===== config.mk =====
export PLATFORM = sky130hd
export DESIGN_NAME = line_sensor_pattern_classifier_unit
export DESIGN_NICKNAME = d
export VERILOG_FILES = /design/src/rtl/lspc_pkg.sv /design/src/rtl/lspc_classify.sv /design/src/rtl/lspc_skid.sv /design/src/rtl/line_sensor_pattern_classifier_unit.sv
export SDC_FILE = /design/constraint.sdc
export NUM_CORES = 1
export LEC_CHECK = 0
export BUFFER_PORTS_ARGS = -buffer_cell sky130_fd_sc_hd__buf_2
export CORE_ASPECT_RATIO = 1.25
export CORE_MARGIN = 5
export CORE_UTILIZATION = 30
export CTS_CLUSTER_DIAMETER = 50
export DETAILED_ROUTE_END_ITERATION = 6
export SLEW_MARGIN = 20
export SYNTH_ARGS = -nofsm -noshare
export SYNTH_HDL_FRONTEND = slang
export SYNTH_SLANG_ARGS = --single-unit

===== constraint.sdc =====
create_clock -name aclk -period 6.3 [get_ports aclk]
set_input_delay 0.315 -clock aclk [delete_from_list [all_inputs] [get_ports aclk]]
set_output_delay 0.315 -clock aclk [all_outputs]
set_load 0.005 [all_outputs]

===== src/rtl/lspc_pkg.sv =====
// Shared types, codes and the steering table for the line-sensor pattern classifier.
package lspc_pkg;

    // Field widths.
    localparam int PIN_W    = 5;
    localparam int STEER_W  = 13;
    localparam int NORM_W   = 10;
    localparam int STATUS_W = 3;
    localparam int LOST_W   = 8;
    localparam int MAJ_W    = 4;
    localparam int CFG_W    = 8;
    localparam int IDX_W    = 1;
    localparam int S_DATA_W = 8;
    localparam int M_DATA_W = 48;

    // Register indexes on the configuration port.
    localparam logic [IDX_W-1:0] REG_MAJORITY_SAMPLES = 1'd0;
    localparam logic [IDX_W-1:0] REG_LOST_THRESHOLD   = 1'd1;

    // Values that stand in for a zero register, and the saturation value of the lost count.
    localparam logic [MAJ_W-1:0]  DEFAULT_SAMPLES   = 4'd3;
    localparam logic [LOST_W-1:0] DEFAULT_THRESHOLD = 8'd3;
    localparam logic [LOST_W-1:0] LOST_SAT          = 8'hFF;

    // Named patterns, bit 4 is the far-left sensor.
    localparam logic [PIN_W-1:0] PAT_WHITE      = 5'h00;
    localparam logic [PIN_W-1:0] PAT_BLACK      = 5'h1F;
    localparam logic [PIN_W-1:0] PAT_CENTER     = 5'h04;
    localparam logic [PIN_W-1:0] PAT_LEFT_MID   = 5'h0C;
    localparam logic [PIN_W-1:0] PAT_RIGHT_MID  = 5'h06;
    localparam logic [PIN_W-1:0] PAT_LEFT_IN    = 5'h08;
    localparam logic [PIN_W-1:0] PAT_RIGHT_IN   = 5'h02;
    localparam logic [PIN_W-1:0] PAT_LEFT_OUT   = 5'h10;
    localparam logic [PIN_W-1:0] PAT_RIGHT_OUT  = 5'h01;
    localparam logic [PIN_W-1:0] PAT_LEFT_3     = 5'h1C;
    localparam logic [PIN_W-1:0] PAT_LEFT_4     = 5'h1E;
    localparam logic [PIN_W-1:0] PAT_LEFT_2     = 5'h18;
    localparam logic [PIN_W-1:0] PAT_RIGHT_3    = 5'h07;
    localparam logic [PIN_W-1:0] PAT_RIGHT_4    = 5'h0F;
    localparam logic [PIN_W-1:0] PAT_RIGHT_2    = 5'h03;

    // Track status codes.
    typedef enum logic [STATUS_W-1:0] {
        ST_NORMAL     = 3'd0,
        ST_LOST       = 3'd1,
        ST_STOP       = 3'd2,
        ST_SPIN_LEFT  = 3'd3,
        ST_SPIN_RIGHT = 3'd4
    } status_t;

    // One result transaction.
    typedef struct packed {
        logic [LOST_W-1:0]          lost_frames;
        logic                       right_turn_seen;
        logic                       left_turn_seen;
        status_t                    track_status;
        logic signed [NORM_W-1:0]   norm_steer_error;
        logic signed [STEER_W-1:0]  steer_error;
        logic [PIN_W-1:0]           pattern;
    } result_t;

    // Steering error per pattern in units of 1/256. Patterns without a fixed
    // entry hold the mean of the sensor weights over the set bits, truncated.
    function automatic logic signed [STEER_W-1:0] steer_lut(input logic [PIN_W-1:0] pat);
        logic signed [STEER_W-1:0] v;
        case (pat)
            5'h00: v = 13'sd0;
            5'h01: v = 13'sd2048;
            5'h02: v = 13'sd640;
            5'h03: v = 13'sd1536;
            5'h04: v = 13'sd0;
            5'h05: v = 13'sd1024;
            5'h06: v = 13'sd256;
            5'h07: v = 13'sd2048;
            5'h08: v = -13'sd640;
            5'h09: v = 13'sd512;
            5'h0A: v = 13'sd0;
            5'h0B: v = 13'sd682;
            5'h0C: v = -13'sd256;
            5'h0D: v = 13'sd341;
            5'h0E: v = 13'sd0;
            5'h0F: v = 13'sd2048;
            5'h10: v = -13'sd2048;
            5'h11: v = 13'sd0;
            5'h12: v = -13'sd512;
            5'h13: v = 13'sd341;
            5'h14: v = -13'sd1024;
            5'h15: v = 13'sd0;
            5'h16: v = -13'sd341;
            5'h17: v = 13'sd256;
            5'h18: v = -13'sd1536;
            5'h19: v = -13'sd341;
            5'h1A: v = -13'sd682;
            5'h1B: v = 13'sd0;
            5'h1C: v = -13'sd2048;
            5'h1D: v = -13'sd256;
            5'h1E: v = -13'sd2048;
            default: v = 13'sd0;
        endcase
        return v;
    endfunction

endpackage


===== src/rtl/lspc_classify.sv =====
// Maps a voted sensor pattern to steering error, status, turn flags and lost count.
module lspc_classify (
    input  logic [lspc_pkg::PIN_W-1:0]  pattern,
    input  logic [lspc_pkg::LOST_W-1:0] lost_run,
    input  logic [lspc_pkg::LOST_W-1:0] lost_thr,
    output lspc_pkg::result_t           result,
    output logic [lspc_pkg::LOST_W-1:0] lost_run_next
);
    import lspc_pkg::*;

    logic signed [STEER_W-1:0] err;
    logic signed [STEER_W-1:0] err_adj;
    logic signed [STEER_W-1:0] err_div;
    logic [LOST_W-1:0]         thr_eff;

    // Steering error from the table; divide by eight rounding toward zero.
    always_comb begin
        err     = steer_lut(pattern);
        err_adj = err + (err[STEER_W-1] ? 13'sd7 : 13'sd0);
        err_div = err_adj >>> 3;
    end

    // Lost-line counting and track status.
    always_comb begin
        thr_eff       = (lost_thr == '0) ? DEFAULT_THRESHOLD : lost_thr;
        lost_run_next = lost_run;
        result.track_status = ST_NORMAL;
        if (pattern == PAT_WHITE) begin
            if (lost_run != LOST_SAT) begin
                lost_run_next = lost_run + 8'd1;
            end
            result.track_status = (lost_run_next >= thr_eff) ? ST_LOST : ST_NORMAL;
        end else if (pattern == PAT_BLACK) begin
            result.track_status = ST_STOP;
        end else begin
            lost_run_next = '0;
            if (pattern == PAT_LEFT_3 || pattern == PAT_LEFT_4) begin
                result.track_status = ST_SPIN_LEFT;
            end else if (pattern == PAT_RIGHT_3 || pattern == PAT_RIGHT_4) begin
                result.track_status = ST_SPIN_RIGHT;
            end
        end
        result.pattern          = pattern;
        result.steer_error      = err;
        result.norm_steer_error = err_div[NORM_W-1:0];
        result.left_turn_seen   = (pattern == PAT_LEFT_4) || (pattern == PAT_LEFT_3) ||
                                  (pattern == PAT_LEFT_2);
        result.right_turn_seen  = (pattern == PAT_RIGHT_4) || (pattern == PAT_RIGHT_3) ||
                                  (pattern == PAT_RIGHT_2);
        result.lost_frames      = lost_run_next;
    end

endmodule


===== src/rtl/lspc_skid.sv =====
// Output register with a skid stage for result transactions.
module lspc_skid (
    input  logic                aclk,
    input  logic                aresetn,
    input  logic                in_valid,
    output logic                in_ready,
    input  lspc_pkg::result_t   in_data,
    output logic                out_valid,
    input  logic                out_ready,
    output lspc_pkg::result_t   out_data
);
    import lspc_pkg::*;

    logic    out_valid_reg;
    logic    skid_valid_reg;
    result_t out_data_reg;
    result_t skid_data_reg;

    // Upstream may push whenever the skid stage is free.
    assign in_ready  = !skid_valid_reg;
    assign out_valid = out_valid_reg;
    assign out_data  = out_data_reg;

    // Control state.
    always_ff @(posedge aclk) begin
        if (!aresetn) begin
            out_valid_reg  <= 1'b0;
            skid_valid_reg <= 1'b0;
        end else if (out_ready || !out_valid_reg) begin
            if (skid_valid_reg) begin
                out_valid_reg  <= 1'b1;
                skid_valid_reg <= 1'b0;
            end else begin
                out_valid_reg  <= in_valid;
            end
        end else if (in_valid) begin
            skid_valid_reg <= 1'b1;
        end
    end

    // Payload.
    always_ff @(posedge aclk) begin
        if (out_ready || !out_valid_reg) begin
            out_data_reg <= skid_valid_reg ? skid_data_reg : in_data;
        end else if (in_valid && !skid_valid_reg) begin
            skid_data_reg <= in_data;
        end
    end

endmodule


===== src/rtl/line_sensor_pattern_classifier_unit.sv =====
// Top level of the line-sensor pattern classifier.
// One sample of five sensor pins is taken per transaction, one per clock cycle
// while s_tready is high. Per-pin high counts are kept in registers; on the
// sample that completes a frame the counts are voted and classified in the same
// cycle and registered in the output register, or in the skid entry while that
// register holds a stalled result. The two-entry buffer lets samples flow while
// a result waits; s_tready drops only when both entries hold results.
// MAX_SAMPLES caps the frame length and sets the width of the sample counters.
module line_sensor_pattern_classifier_unit #(
    parameter int MAX_SAMPLES = 15
) (
    input  logic                          aclk,
    input  logic                          aresetn,
    // Configuration writes.
    input  logic                          cfg_wr_en,
    input  logic [lspc_pkg::IDX_W-1:0]    cfg_addr,
    input  logic [lspc_pkg::CFG_W-1:0]    cfg_wr_data,
    // Sample input.
    input  logic                          s_tvalid,
    output logic                          s_tready,
    // s_tdata: pin_levels[4:0], zero fill [7:5].
    input  logic [lspc_pkg::S_DATA_W-1:0] s_tdata,
    // Result output.
    output logic                          m_tvalid,
    input  logic                          m_tready,
    // m_tdata: pattern[4:0], steer_error[17:5], norm_steer_error[27:18],
    // track_status[30:28], left_turn_seen[31], right_turn_seen[32],
    // lost_frames[40:33], zero fill [47:41].
    output logic [lspc_pkg::M_DATA_W-1:0] m_tdata
);
    import lspc_pkg::*;

    localparam int NMAX  = (MAX_SAMPLES < 15) ? MAX_SAMPLES : 15;
    localparam int CNT_W = $clog2(NMAX + 1);
    localparam logic [MAJ_W-1:0] NMAX_V = MAJ_W'(NMAX);

    logic [MAJ_W-1:0]  maj_samples_reg;
    logic [LOST_W-1:0] lost_thr_reg;
    logic [CNT_W-1:0]  sample_cnt_reg;
    logic [CNT_W-1:0]  high_cnt_reg [PIN_W];
    logic [LOST_W-1:0] lost_cnt_reg;

    logic [MAJ_W-1:0]  n_raw;
    logic [MAJ_W-1:0]  n_clip;
    logic [CNT_W:0]    n_eff;
    logic [CNT_W:0]    maj_need;
    logic [CNT_W:0]    cnt_inc;
    logic              frame_close;
    logic              accept;
    logic [PIN_W-1:0]  pins;
    logic [PIN_W-1:0]  vote;
    logic [CNT_W:0]    high_next [PIN_W];
    logic [LOST_W-1:0] lost_cnt_next;
    logic              push_ready;
    result_t           cls_result;
    result_t           out_result;

    assign pins     = s_tdata[PIN_W-1:0];
    assign s_tready = push_ready;
    assign accept   = s_tvalid && push_ready;

    // Effective frame length and majority threshold.
    always_comb begin
        n_raw    = (maj_samples_reg == '0) ? DEFAULT_SAMPLES : maj_samples_reg;
        n_clip   = (n_raw > NMAX_V) ? NMAX_V : n_raw;
        n_eff    = (CNT_W+1)'(n_clip);
        maj_need = (n_eff >> 1) + 1'b1;
        cnt_inc  = {1'b0, sample_cnt_reg} + 1'b1;
        frame_close = (cnt_inc >= n_eff);
    end

    // Per-pin counts including this sample, and the vote.
    always_comb begin
        for (int i = 0; i < PIN_W; i++) begin
            high_next[i] = {1'b0, high_cnt_reg[i]} + {{CNT_W{1'b0}}, pins[PIN_W-1-i]};
            vote[PIN_W-1-i] = (high_next[i] >= maj_need);
        end
    end

    lspc_classify u_classify (
        .pattern       (vote),
        .lost_run      (lost_cnt_reg),
        .lost_thr      (lost_thr_reg),
        .result        (cls_result),
        .lost_run_next (lost_cnt_next)
    );

    lspc_skid u_skid (
        .aclk      (aclk),
        .aresetn   (aresetn),
        .in_valid  (accept && frame_close),
        .in_ready  (push_ready),
        .in_data   (cls_result),
        .out_valid (m_tvalid),
        .out_ready (m_tready),
        .out_data  (out_result)
    );

    assign m_tdata = {{(M_DATA_W - $bits(result_t)){1'b0}}, out_result};

    // Configuration registers.
    always_ff @(posedge aclk) begin
        if (!aresetn) begin
            maj_samples_reg <= DEFAULT_SAMPLES;
            lost_thr_reg    <= DEFAULT_THRESHOLD;
        end else if (cfg_wr_en) begin
            unique case (cfg_addr)
                REG_MAJORITY_SAMPLES: maj_samples_reg <= cfg_wr_data[MAJ_W-1:0];
                REG_LOST_THRESHOLD:   lost_thr_reg    <= cfg_wr_data[LOST_W-1:0];
                default: ;
            endcase
        end
    end

    // Frame counters and lost-line counter.
    always_ff @(posedge aclk) begin
        if (!aresetn) begin
            sample_cnt_reg <= '0;
            lost_cnt_reg   <= '0;
            for (int i = 0; i < PIN_W; i++) begin
                high_cnt_reg[i] <= '0;
            end
        end else if (accept) begin
            if (frame_close) begin
                sample_cnt_reg <= '0;
                lost_cnt_reg   <= lost_cnt_next;
                for (int i = 0; i < PIN_W; i++) begin
                    high_cnt_reg[i] <= '0;
                end
            end else begin
                sample_cnt_reg <= cnt_inc[CNT_W-1:0];
                for (int i = 0; i < PIN_W; i++) begin
                    high_cnt_reg[i] <= high_next[i][CNT_W-1:0];
                end
            end
        end
    end

endmodule

Word level (Yosys, flattened, before mapping)
Memory sizes are Yosys's and may differ from the RTL's.
Cells that the tools add are included.
{ "totals": {"ff_bits": 108, "ram_bits": 20, "mem_bits_ro": 416, "in_bits": 22, "wordCells": 113, "mem_count": 2} }
{ "classes": {"n_addsub": 9, "order_cmp": 8, "n_eq_ne": 8, "muxes": 35, "n_bitwise": 13, "n_reduce_logical": 18} }
{ "memory_table": {"columns": ["memory", "depth", "width", "read_ports", "rd_clocked_by_memory_dff", "wr", "line_no", "text"], "rows": [
  ["(name not given)", 32, 13, 1, 0, 0, "lspc_pkg.sv:66", "case (pat)"],
  ["high_cnt_reg", 5, 4, 5, 0, 5, "line_sensor_pattern_classifier_unit.sv:40", "logic [CNT_W-1:0] high_cnt_reg [PIN_W];"]
]} }
{ "ops": {"columns": ["op", "count"], "rows": [
  ["4-bit 2-to-1 mux", 13],
  ["41-bit 2-to-1 mux", 1],
  ["8-bit 2-to-1 mux", 5],
  ["5-bit by 4-bit greater-or-equal comparator with 1-bit output", 6],
  ["4-bit by 1-bit adder with 5-bit output", 5],
  ["5-bit == test, second input constant", 4],
  ["3-bit 2-to-1 mux", 5],
  ["13-bit adder", 1],
  ["1-bit 2-to-1 mux", 11],
  ["1-bit OR", 10],
  ["8-bit by 1-bit adder with 8-bit output, second input constant", 1],
  ["8-bit greater-or-equal comparator", 1],
  ["8-bit logical NOT", 1],
  ["8-bit inequality test, second input constant", 1],
  ["2-bit AND reduction", 4],
  ["4-bit by 1-bit adder with 5-bit output, second input constant", 1],
  ["5-bit by 2-bit == test with 1-bit output, second input constant", 1],
  ["5-bit by 3-bit == test with 1-bit output, second input constant", 1],
  ["5-bit by 4-bit == test with 1-bit output, second input constant", 1],
  ["5-bit logical NOT", 1],
  ["1-bit logical OR", 5],
  ["3-bit by 1-bit adder with 4-bit output, second input constant", 1],
  ["4-bit > comparator, second input constant", 1],
  ["4-bit logical NOT", 1],
  ["other kinds (4)", 9]
]} }

Longest topological paths before layout
Gate-level depths: netlist of the first run.
{ "logic_depth": {"word_depth": 13, "mapped_depth": 20, "ltp_nobuf": 18} }

By module
A second synthesis of the first run with hierarchy kept.
{ "unflattened": {"hier_cells": 595, "hier_area_um2": 7163.1} }
{ "by_module_without_submodules": {"columns": ["mod", "n_inst", "cells_each", "area_each_um2", "seq_area_each_um2"], "rows": [
  ["lspc_skid", 1, 136, 3238.1, 2502.4],
  ["line_sensor_pattern_classifier_unit", 1, 261, 2583.7, 1081.0],
  ["lspc_classify", 1, 198, 1341.3, 0.0]
]} }

Least setup slack after synthesis of the first run
No wires, ideal clock.
{ "synth_timing": {"kind": "register -> register", "startpoint": "reg maj_samples_reg[1]", "endpoint": "reg u_skid.skid_data_reg[0] (netlist bit) (enable)", "setup_time_ps": 480, "arrival_ps": 4080, "required_time_ps": 5820, "slack_ps": 1740, "path_stages_with_launch": 11, "path_buffers": 1, "period_less_slack_ps": 4560, "path_cell_list": "dfxtp_1 > buf_4 > nor3_1 > or2_2 > ha_1 > nand2b_1 > a21o_1 > a21oi_1 > nor2b_1 > a311oi_1 > nor3_1"} }
{ "synth_via": {"elab_chain_len": 8} }
{ "synth_rtl": {"columns": ["item", "line_no", "text"], "rows": [
  ["start: declaration", "line_sensor_pattern_classifier_unit.sv:37", "logic [MAJ_W-1:0] maj_samples_reg;"],
  ["start signal: assignment", "line_sensor_pattern_classifier_unit.sv:108", "REG_MAJORITY_SAMPLES: maj_samples_reg <= cfg_wr_data[MAJ_W-1:0];"],
  ["4-bit logical NOT", "line_sensor_pattern_classifier_unit.sv:64", "n_raw = (maj_samples_reg == '0) ? DEFAULT_SAMPLES : maj_samples_reg;"],
  ["4-bit 2-to-1 mux *", "line_sensor_pattern_classifier_unit.sv:64", null],
  ["4-bit > comparator", "line_sensor_pattern_classifier_unit.sv:65", "n_clip = (n_raw > NMAX_V) ? NMAX_V : n_raw;"],
  ["4-bit 2-to-1 mux *", "line_sensor_pattern_classifier_unit.sv:65", null],
  ["5-bit by 4-bit greater-or-equal comparator with 1-bit output *", "line_sensor_pattern_classifier_unit.sv:69", "frame_close = (cnt_inc >= n_eff);"],
  ["1-bit logical AND *", "line_sensor_pattern_classifier_unit.sv:91", ".in_valid (accept && frame_close),"],
  ["1-bit logical AND *", "lspc_skid.sv:45", "end else if (in_valid && !skid_valid_reg) begin"],
  ["2-bit AND reduction (no line) *", null, null],
  ["end signal: assignment", "lspc_skid.sv:46", "skid_data_reg <= in_data;"],
  ["end: declaration", "lspc_skid.sv:17", "result_t skid_data_reg;"]
]} }
Mark *: on every way between the ends. The rest lies on a longest branch, timed or not.
A chain may end at the register's enable or synchronous reset.

==> impl.org, run 1 <==
** Status
- The run finished with clean final reports.

** STA
- Max Clk Rate :: 205 MHz
- Setup repair after global routing missed its margin :: no
- The worst pin sits at a relative slew slack of 31.5%.
- Endpoints failing setup :: 0
- Between clock sinks in the finished design, the worst skew comes to 0.00998 ns.
- Hold is met by 0.146 ns.
- Count of final max-slew check failures :: 0
- Fin crit share :: 77.3%
- Setup total negative slack on the finished layout was measured at 0 ns.
- The number of hold violations in the final report is 0.
- At the pin with the least slew margin, the transition time is 1.02 ns.
- Min cycle time layout :: 4.87 ns

** Floorplan
- The die is 143 microns wide.
- In this run the standard cell core region covers 21600 sq um.
- The initial utilization of the core area, before any placement, comes to 30.7%.
- Number of placement rows :: 60
- The floorplan step set the die height to 176 microns.
- For this design the top-level I/O count stands at 72.
- The floorplan step defined a die boundary enclosing 25200 sq um.

** Synth
- Cell area after synthesis :: 6630 sq um
- In the synthesized netlist, the number of instances is 585.
- Count of distinct cell types in the synthesized netlist :: 69
- Count of flip-flops with a built-in enable after synthesis :: 96
- The largest total area in the synthesized netlist belongs to sky130_fd_sc_hd__edfxtp_1.
- Post-synthesis sequential area ratio :: 51.3%
- Most area-consuming cells after synthesis :: sky130_fd_sc_hd__edfxtp_1 43%, sky130_fd_sc_hd__ha_1 8.9%, sky130_fd_sc_hd__dfxtp_1 7.9%, sky130_fd_sc_hd__mux2_2 4.1%, sky130_fd_sc_hd__nand2_1 3.3%
- Number of storage elements in the synthesis netlist :: 122
- In this run the biggest area consumer among cell types represents 43.5% of the synthesized area.
- Among all flip-flop cells after synthesis, the most frequent one is sky130_fd_sc_hd__edfxtp_1.
- Dividing the synthesized area by the synthesized cell count gives 11.3 sq um.
- For this run, asynchronously set or reset flops after synthesis account for 0%.
- The Yosys step of the flow raised 0 warnings.

** Setup path
- Sort of element at the start of the critical path :: register
- Worst Path Class, Setup :: register to register
- Counting cells, the worst reg-to-reg path comes to 18.
- Data on the critical path arrives at its endpoint at 5.04 ns.
- STA puts the critical path data required time at 6.47 ns.
- Largest driver fanout on the critical path :: 9
- Category of the worst setup path capture point :: register

** Run
- Max-cap viol count :: 0

** Layout
- Leaving out fill and tap cells, the most frequent cells in the layout are 96 x sky130_fd_sc_hd__edfxtp_1, 61 x sky130_fd_sc_hd__buf_2, 59 x sky130_fd_sc_hd__nand2_1.
- The repair_antennas step left the layout with diodes totalling 0.
- Fraction of the core area covered by cells at the end of the flow :: 35.9%
- Relative to the synthesized area, the layout overhead comes to 16.9%.
- Register Area :: 3400 sq um
- In the final layout, the share of cells above drive strength 1 is 21.4%.
- Total number of nets in the final design :: 712
- Count of placed standard cells in the final layout, fillers left out :: 933
- The filler cells instantiated in the layout total 2154.
- The multi-input combinational cells in the finished layout cover a total of 2920 sq um.
- Most frequent standard cell in the layout excluding fill and tap cells :: sky130_fd_sc_hd__edfxtp_1

** Clock network
- CTS hold repair buffers :: 0
- Post-CTS Setup Repair Bufs :: 0
- Max clock buf depth :: 2
- Clock root buffer master :: sky130_fd_sc_hd__clkbuf_16
- Buffers inserted during clock tree synthesis total 17.
- TritonCTS built the clock tree.
- H-tree lvl count :: 4
- The clock drives 122 sinks.
- Clock-pin slew of the registers on the worst-case setup and hold paths :: 0.05 ns
- The clock reaches the later pin of the worst-skew pair after 0.42 ns.
- Post-CTS repair changed the size of 0 cells.

** GRT
- The via count of the first global-routing pass came to 4247.
- Entering global routing, the biggest net connects 40 pins.
- The total overflow left after global routing is 0.
- Antenna violations before repair :: 1
- Global routing consumed, over all layers together, 10.8% of the routing resources.
- First-pass GRT wire length :: 21700 microns

** Drt
- Before antenna repair, the detailed router went through 5 iterations.
- Count of vias placed by the detailed router :: 4356
- In this run, the number of DRC markers left after iteration 0 of detailed routing was 220.
- After detailed routing, the total wire length is 13200 microns.
- Residual DRC count :: 0
- In the routed layout, each cell is associated on average with a via count of 4.67.
- Dividing the detail-routed wire length by the instance count gives 14.1 microns.
- In this run the remaining antenna-violating nets after routing total 0.

** Power and ir drop
- Leakage power summed over all cells :: 3.32 nW
- VDD IR-drop max :: 183 uV
- Power spread over the standard cell area amounts to 330 nW/um^2.

** Min path
- The tightest min-delay check is of the input port to register type.
- Cell depth of the worst min-delay path :: 3

** Placement
- The wire-length estimate of the detail-placed layout is 9400 microns.
- RD Place Congestion :: 0.806
- Total instance count after detailed placement :: 903
- Count of input and output buffers :: 61
[where the power goes]
group | total [mW] | internal, mW | switching [mW]
clock network | 0.979 | 0.652 | 0.328
registers | 1.03 | 0.999 | 0.0301
logic | 0.551 | 0.234 | 0.317
total | 2.56 | 1.88 | 0.675
[metal layers]
layer | wire length, microns | part of all wire (%) | global-route usage [%] | vias up
met5 | 13 | 0.099 | 0 | -
met4 | 200 | 1.5 | 4.16 | 2
met3 | 660 | 5.0 | 3.20 | 12
met2 | 6130 | 47 | 17.2 | 88
met1 | 6180 | 47 | 13.9 | 2051
li1 | - | - | - | 2203
[through the flow]
step,total power [mW],worst slack (ns),area [sq um]
global route,2.70,1.08,7750
floorplan,1.44,1.74,6650
global placement,1.60,1.48,7160
finish,2.56,1.43,7750
detailed placement,1.60,1.39,7160
CTS,2.60,1.38,7750
[Yosys cell counts, drive strengths merged, types with 5 or more instances]
library cell,count
clkbuf,16
nor3,7
a21boi,8
a21oi,21
dfxtp,26
buf,16
xor2,9
o31ai,10
edfxtp,96
nand3,15
inv,41
ha,47
mux2,27
nor2,42
mux2i,16
nor2b,15
nand2,60
a21o,6
nand2b,8
a31oi,5
nand4,5
xnor2,11
and3,6
and2,13
o21ai,15
[final cells by class]
type / instances / area share (%)
inverter: 41 / 1.99
timing repair buffer: 65 / 4.33
multi-input combinational: 396 / 37.7
tap: 279 / 4.50
clock inverter: 10 / 1.95
sequential: 122 / 43.9
clock buffer: 20 / 5.63
[worst paths after layout]
kind	from	to	slack [ns]
hold reg to reg	lost_thr_reg[2]	lost_thr_reg[2]	0.46
setup reg to reg	maj_samples_reg[2]	u_skid.out_data[25]	1.43
hold / removal	cfg_wr_data[0]	maj_samples_reg[0]	0.15
setup / recovery	maj_samples_reg[2]	u_skid.out_data[25]	1.43
[cell families (layout without fill, tap and decap cells)]
| logic type | count (synthesis) | count (layout) | share of synthesized area (%) |
|---|---|---|---|
| xor+xnor | 20 | 20 | 2.64 |
| fa+ha+maj | 48 | 48 | 9.02 |
| simple gates | 177 | 177 | 13.0 |
| compound gates | 101 | 101 | 11.8 |
| mux | 43 | 43 | 7.11 |
| buf+inv | 73 | 136 | 5.02 |
| other cells | 1 | 7 | 0.0566 |
| flops | 122 | 122 | 51.3 |
[critical path, cell delays in order (launching register included)]
cell                       delay (ns)
sky130_fd_sc_hd__dfxtp_1         0.50
sky130_fd_sc_hd__nor3_1          0.09
sky130_fd_sc_hd__nor2_1          0.44
sky130_fd_sc_hd__ha_1            0.32
sky130_fd_sc_hd__nand2b_1        0.14
sky130_fd_sc_hd__a21oi_1         0.16
sky130_fd_sc_hd__o31a_1          0.19
sky130_fd_sc_hd__and2_1          0.26
sky130_fd_sc_hd__inv_1           0.17
sky130_fd_sc_hd__ha_1            0.35
sky130_fd_sc_hd__nand2_1         0.22
sky130_fd_sc_hd__o21ai_0         0.12
sky130_fd_sc_hd__a32o_1          0.28
sky130_fd_sc_hd__ha_1            0.31
sky130_fd_sc_hd__nand4_1         0.10
sky130_fd_sc_hd__o22ai_2         0.38
sky130_fd_sc_hd__nand2_1         0.15
sky130_fd_sc_hd__xor2_1          0.18
sky130_fd_sc_hd__mux2_4          0.27
No activity file was read; power rests on OpenSTA's default activity.
==> inputs of run 2 (changes only) <==
==> constraint.sdc (replaced) <==
create_clock -name aclk -period 4.8 [get_ports aclk]
set_input_delay 0.24 -clock aclk [delete_from_list [all_inputs] [get_ports aclk]]
set_output_delay 0.24 -clock aclk [all_outputs]
set_load 0.005 [all_outputs]
==> impl.org, run 2 (synthesized netlist as in run 1, its figures left out) <==
** Placement
- Post-placement setup slack :: 0.356 ns
- Post-DP Area :: 7220 sq um
- HPWL after DPL :: 9530 microns
- Routability-driven placement finished with a final weighted congestion of 0.856.
- Buffers placed on the I/O ports in this run total 61.

** Layout
- Fraction of final layout cells with drive strength greater than 1 :: 23.1%
- Register Area :: 3400 sq um
- In the final design database the tool counted 720 nets.
- Finished Cell Area :: 7860 sq um
- From synthesis to final layout, the design area changed by 18.5%.
- Leaving out fill and tap cells, the most frequent cell in the layout is sky130_fd_sc_hd__edfxtp_1.
- In the final layout, the multi-input gates occupy 2920 sq um.
- Fraction of the core area covered by cells at the end of the flow :: 36.3%
- Count of antenna diodes in the layout :: 0
- Leaving out fill and tap cells, the most frequent cells in the layout are 96 x sky130_fd_sc_hd__edfxtp_1, 61 x sky130_fd_sc_hd__buf_2, 59 x sky130_fd_sc_hd__nand2_1.
- Count of fill cells added during filler insertion :: 2170

** Drt
- Total length of routed wires :: 13200 microns
- In this run the remaining antenna-violating nets after routing total 0.
- The pre-antenna-repair detailed-routing pass consisted of 4 iterations.
- Dividing the detail-routed wire length by the instance count gives 14.0 microns.
- The detailed router finished its first iteration with 215 violations.
- The routed layout has 4359 vias.
- Via-to-Cell Ratio :: 4.63
- For this run, design rule violations remaining after detail routing come to 0.

** Clock network
- CTS tree :: yes
- The tree built by TritonCTS fans out to 122 sinks.
- H-tree lvl count :: 4
- Post-CTS Setup Repair Bufs :: 0
- Clk_lat worst skew :: 0.41 ns
- The tree is rooted in a sky130_fd_sc_hd__clkbuf_16.
- Counting along the longest clock path gives a buffer depth of 2.
- CTS hold repair buffers :: 0
- Clock-pin slew of the registers on the worst-case setup and hold paths :: 0.05 ns
- Buffers inserted during clock tree synthesis total 17.

** Min path
- The tightest min-delay check is of the input port to register type.

** GRT
- Maximum number of pins on one net before global-route repair :: 40
- The first global-routing pass estimated 21700 microns of wire.
- Antenna violations before repair :: 1
- Overflow left after global routing :: 0
- GRT Util Overall :: 10.8%
- Vias in the first global route :: 4218

** STA
- Worst Slack Setup Final :: 0.538 ns
- Setup repair after global routing left no endpoint under its margin.
- After routing, the total negative slack on setup checks comes to 0 ns.
- The number of hold violations in the final report came to 0.
- Between clock sinks in the finished design, the worst skew comes to 0.00928 ns.
- Min cycle time layout :: 4.26 ns
- Fin crit share :: 88.8%
- The number of max-slew violations in the final report is 0.
- Slew at the pin closest to its max-slew limit :: 0.980 ns
- Endpoints failing setup :: 0
- Max Clk Rate :: 235 MHz
- Headroom to the max-slew limit :: 34.4%

** Setup path
- The signal on the critical path passes through nor2_1 -> o21ai_0 -> nand2_1 -> ha_1 -> a21oi_1 -> o31a_1 -> and2_1 -> inv_1 -> ha_1 -> nand2_1 -> o21ai_0 -> a32o_1 -> ha_1 -> nand4_1 -> o22ai_2 -> nand2_1 -> xor2_1 -> mux2_4.
- In this run the worst setup path terminates at u_skid.out_data[25].
- In this run the register-to-register setup slack is 0.54 ns.
- STA classifies the critical path endpoint as a register.
- The worst setup path is launched from a register.
- Worst EP arrival :: 4.42 ns
- Largest driver fanout on the critical path :: 8
- Worst Path Class, Setup :: register to register
- Broken down by cell family, the worst path's largest delay share belongs to compound AO/OA/AOI/OAI gates.
- Capturing point of the worst reg2reg path :: u_skid.out_data[25]
- The worst register-to-register path begins at maj_samples_reg[1].
- Crit path max-delay cell type :: sky130_fd_sc_hd__dfxtp_1
- Worst endpoint required time :: 4.96 ns
- Buffers plus inverters on the worst setup path :: 1
- In this run the number of cells on the critical path is 18.
- For this run, the slowest stage of the critical path takes 0.53 ns.
- Tracing the worst setup path back leads to its startpoint at maj_samples_reg[1].
- Worst reg2reg path depth :: 18

** Power and ir drop
- Design Power :: 3.46 mW
- Dividing total power by cell area gives a power density of 441 nW/um^2.
- The worst-case IR drop observed on VDD is 252 uV.
- Leakage power summed over all cells :: 3.37 nW

** Run
- Max-cap viol count :: 0

** Floorplan
- DIE HEIGHT :: 176 microns
- The core region is 21600 sq um.
- The floorplan step set the die width to 143 microns.
- The floorplan step defined a die boundary enclosing 25200 sq um.
- The initialized floorplan defines 60 standard-cell rows.
- Pin placement for this block handled 72 I/O pins.
- For this configuration, the core starts out at a cell density of 30.7%.

** Status
- Run status :: completed
==> run 2: final cells by class <==
cell class                      instances  share of cell area [%]
Clock buffer                           19                    5.51
Clock inverter                         12                    2.52
Inverter                               41                    1.96
Multi-Input combinational cell        396                    37.2
Sequential cell                       122                    43.3
Tap cell                              279                    4.44
Timing Repair Buffer                   73                    5.03
==> run 2: per-layer routing <==
metal | wire [microns] | up-vias | global-route usage (%)
li1 | - | 2225 | -
met1 | 6120 | 2048 | 13.8
met2 | 6170 | 71 | 17.1
met3 | 716 | 13 | 3.47
met4 | 194 | 2 | 3.80
met5 | 13 | - | 0
==> run 2: metrics by stage <==
stage	std cells	hold WS, ns
after floorplan	591	0.364
after global placement	911	0.455
after detailed placement	911	0.462
after CTS	942	0.0519
after global routing	942	0.0664
final	942	0.0646
==> run 2: how the worst min path moves through the flow <==
stage / start / endpoint / slack [ns] / cells after the start
2_1_floorplan: cfg_wr_data[0] / lost_thr_reg[0] / 0.36 / 2
4_1_cts: cfg_wr_data[0] / maj_samples_reg[0] / 0.05 / 3
5_1_grt: cfg_wr_data[0] / maj_samples_reg[0] / 0.07 / 3
3_5_place_dp: lost_thr_reg[2] / lost_thr_reg[2] / 0.46 / 2
6_report: cfg_wr_data[0] / maj_samples_reg[0] / 0.06 / 3
3_3_place_gp: lost_thr_reg[2] / lost_thr_reg[2] / 0.46 / 2
==> run 2: worst register-to-register path, stage by stage (launching register included) <==
cell and delay (ns):
sky130_fd_sc_hd__dfxtp_1 0.53, sky130_fd_sc_hd__nor2_1 0.08, sky130_fd_sc_hd__o21ai_0 0.08, sky130_fd_sc_hd__nand2_1 0.20, sky130_fd_sc_hd__ha_1 0.33, sky130_fd_sc_hd__a21oi_1 0.15, sky130_fd_sc_hd__o31a_1 0.18, sky130_fd_sc_hd__and2_1 0.26
sky130_fd_sc_hd__inv_1 0.15, sky130_fd_sc_hd__ha_1 0.28, sky130_fd_sc_hd__nand2_1 0.20, sky130_fd_sc_hd__o21ai_0 0.12, sky130_fd_sc_hd__a32o_1 0.26, sky130_fd_sc_hd__ha_1 0.30, sky130_fd_sc_hd__nand4_1 0.10, sky130_fd_sc_hd__o22ai_2 0.24
sky130_fd_sc_hd__nand2_1 0.13, sky130_fd_sc_hd__xor2_1 0.17, sky130_fd_sc_hd__mux2_4 0.27
==> run 2: what timing repair did <==
action                     in CTS  in global routing
hold endpoints to repair        0                  0
gates resized for setup         0                  1
setup endpoints to repair       0                  3
==> run 2: power by group <==
group	leakage [nW]	internal [mW]	switching (mW)	total, mW
combinational	1.86	0.319	0.425	0.744
clock	0.303	0.917	0.450	1.37
sequential	1.21	1.31	0.0406	1.35
total	3.37	2.55	0.915	3.46
==> inputs of run 3 (changes only) <==
--- a/config.mk
+++ b/config.mk
@@ -8,7 +8,7 @@
 export BUFFER_PORTS_ARGS = -buffer_cell sky130_fd_sc_hd__buf_2
 export CORE_ASPECT_RATIO = 1.25
 export CORE_MARGIN = 5
-export CORE_UTILIZATION = 30
+export CORE_UTILIZATION = 35
 export CTS_CLUSTER_DIAMETER = 50
 export DETAILED_ROUTE_END_ITERATION = 6
 export SLEW_MARGIN = 20
==> constraint.sdc (replaced) <==
create_clock -name aclk -period 4.8 [get_ports aclk]
set_input_delay 0.24 -clock aclk [delete_from_list [all_inputs] [get_ports aclk]]
set_output_delay 0.24 -clock aclk [all_outputs]
set_load 0.02 [all_outputs]
==> impl.org, run 3 (synthesized netlist as in run 1, its figures left out) <==
** Status
- The run finished with clean final reports.

** GRT
- Entering global routing, the biggest net connects 39 pins.
- Across every metal layer, demand over resource in global routing totals 12.6%.
- Overflow left after global routing :: 0
- Antenna violations before repair :: 0
- Vias in the first global route :: 4433
- First-pass GRT wire length :: 21900 microns

** Setup path
- The critical path goes through nor3_1 -> nor2_1 -> buf_4 -> ha_1 -> nand2b_1 -> a21oi_1 -> maj3_1 -> o21ai_4 -> inv_1 -> ha_1 -> nand2_1 -> o32a_1 -> inv_1 -> ha_1 -> a21oi_1 -> a21bo_1 -> xor2_1 -> mux2_4.
- Counting both buffers and inverters, the worst setup path holds a total of 3.
- The largest single stage delay on the critical path is 0.39 ns.
- Cell family with most CP delay :: adder cells
- Worst Path Class, Setup :: register to register
- Worst endpoint required time :: 4.97 ns
- Crit path max-delay cell type :: sky130_fd_sc_hd__dfxtp_1
- Data on the critical path arrives at its endpoint at 4.63 ns.
- Largest driver fanout on the critical path :: 8
- Most common cell type on the critical path :: sky130_fd_sc_hd__ha_1
- The worst setup path is captured at a register.
- The worst setup path is launched from a register.

** Placement
- HPWL after DPL :: 9590 microns
- Routability-driven placement finished with a final weighted congestion of 0.819.
- Count of input and output buffers :: 61
- Post-DP Area :: 7160 sq um

** Clock network
- Post-CTS Setup Repair Bufs :: 0
- H-tree lvl count :: 4
- The root buffer cell chosen for the clock tree is sky130_fd_sc_hd__clkbuf_16.
- For the worst-skew pair, the clock arrives at the later sink with an insertion delay of 0.42 ns.
- Clock-pin slew of the registers on the worst-case setup and hold paths :: 0.06 ns
- CTS hold repair buffers :: 0
- TritonCTS built the clock tree.
- Number of buffers created by CTS :: 17
- Max clock buf depth :: 2
- Gates resized, CTS repair :: 0
- Sinks on the clock net :: 122

** Power and ir drop
- Per report_power, the sequential group accounts for 37.9% of the total.
- The share of total power dissipated in the clock network is 38.1%.
- Combinational fraction of design power :: 24.0%
- Leakage power summed over all cells :: 3.36 nW
- In this run the power density over the cells is 459 nW/um^2.
- Internal power summed over all cells :: 2.54 mW
- VDD IR-drop max :: 256 uV
- Switching power summed over all nets :: 1.03 mW
- Switching power share of the total :: 28.9%

** Min path
- Hold/Removal Path Class :: input port to register

** Drt
- In the final routed layout, each cell accounts on average for 14.7 microns.
- Count of vias placed by the detailed router :: 4423
- Total length of routed wires :: 13100 microns
- Via-to-Cell Ratio :: 4.94
- Residual DRC count :: 0
- The first TritonRoute pass finished after 4 iterations.
- Iter 0 DRT Violations :: 265
- Post-route ant nets :: 0

** STA
- Headroom to the max-slew limit :: 33.9%
- Clock skew on the completed layout was measured at 0.00721 ns.
- Setup repair after global routing left no endpoint under its margin.
- The number of hold violations in the final report is 0.
- Derived from the worst setup path, the maximum achievable clock frequency is 224 MHz.
- Setup violations remaining at the end of the flow were counted as 0.
- After layout, the worst path uses 93.0% of the clock period.
- At the pin with the least slew margin, the transition time is 0.988 ns.
- The routed design could run at a clock period as short as 4.46 ns.
- Aggregate negative setup slack :: 0 ns
- Count of final max-slew check failures :: 0

** Run
- Across the run, the number of max-cap violations was 0.

** Floorplan
- Starting density of the core :: 35.4%
- DIE HEIGHT :: 164 microns
- For this design the top-level I/O count stands at 72.
- Total die area :: 21800 sq um
- Overall die width :: 133 microns
- Number of placement rows :: 56
- The core region is 18700 sq um.

** Layout
- Leaving out fill and tap cells, the most frequent cell in the layout is sky130_fd_sc_hd__edfxtp_1.
- Relative to the synthesized area, the layout overhead comes to 17.4%.
- Finished Cell Area :: 7790 sq um
- Counting the fill cells in the layout gives 1738.
- The number of antenna diodes in the final layout is 0.
- Cells with a size suffix above 1 make up 22.6% of the layout.
- The net count of the finished layout is 719.
- In the layout the commonest cells are 96 x sky130_fd_sc_hd__edfxtp_1, 61 x sky130_fd_sc_hd__buf_2, 59 x sky130_fd_sc_hd__nand2_1.
run 3: cell types whose count changed in the layout (fill, tap and decap cells not counted):
cell | previous run | this run
sky130_fd_sc_hd__clkinv_4 | 1 | 0
sky130_fd_sc_hd__nor2_2 | 1 | 0
sky130_fd_sc_hd__clkbuf_1 | 2 | 0
sky130_fd_sc_hd__nor2_1 | 40 | 41
sky130_fd_sc_hd__clkinv_1 | 0 | 4
sky130_fd_sc_hd__buf_4 | 12 | 11
run 3: worst min-delay path: stages:
cell	delay [ns]
sky130_fd_sc_hd__buf_2	0.09
sky130_fd_sc_hd__nand2_1	0.04
sky130_fd_sc_hd__a21boi_0	0.06
run 3: path summary, 6_finish.rpt:
| kind | startpoint | to | slack, ns | cells after the start |
|---|---|---|---|---|
| worst max-delay path | maj_samples_reg[2] | u_skid.out_data[18] | 0.34 | 18 |
| worst min-delay path | cfg_wr_data[4] | lost_thr_reg[4] | 0.07 | 3 |
| worst max register to register | maj_samples_reg[2] | u_skid.out_data[18] | 0.34 | 18 |
| worst min register to register | lost_thr_reg[2] | lost_thr_reg[2] | 0.46 | 2 |
run 3: through the flow:
stage / power, mW / setup slack [ns] / util (%) / instances / hold WS, ns
2_1_floorplan: 2.01 / 0.240 / - / 591 / 0.364
3_3_place_gp: 2.21 / 0.413 / 38.3 / 863 / 0.455
3_5_place_dp: 2.24 / 0.342 / 38.3 / 863 / 0.464
4_1_cts: 3.61 / 0.329 / 41.6 / 895 / 0.0574
5_1_grt: 3.74 / 0.0298 / 41.6 / 895 / 0.0858
6_report: 3.57 / 0.336 / 41.6 / 895 / 0.0725
run 3: layer usage:
metal  global-route usage, %  part of all wire (%)  vias up
met1                    14.5                    43     2097
met5                       0                     0        -
met4                    5.43                   1.8        0
met3                    3.55                   4.7       17
li1                        -                     -     2219
met2                    22.1                    50       90
run 3: power by group through the flow:
stage / Clock [mW] / Sequential [mW] / Combinational [mW]
after floorplan: 0 / 1.50 / 0.511
after global placement: 0 / 1.37 / 0.843
after detailed placement: 0 / 1.38 / 0.861
after CTS: 1.39 / 1.35 / 0.867
after global routing: 1.43 / 1.37 / 0.948
final: 1.36 / 1.35 / 0.859
run 3: final cells by class:
class / instances / area (sq um) / area share [%]
Clock buffer: 17 / 425 / 5.46
Multi-Input combinational cell: 396 / 2920 / 37.5
Timing Repair Buffer: 72 / 388 / 4.98
Sequential cell: 122 / 3400 / 43.7
Inverter: 41 / 154 / 1.98
Clock inverter: 15 / 204 / 2.62
Tap cell: 232 / 290 / 3.73
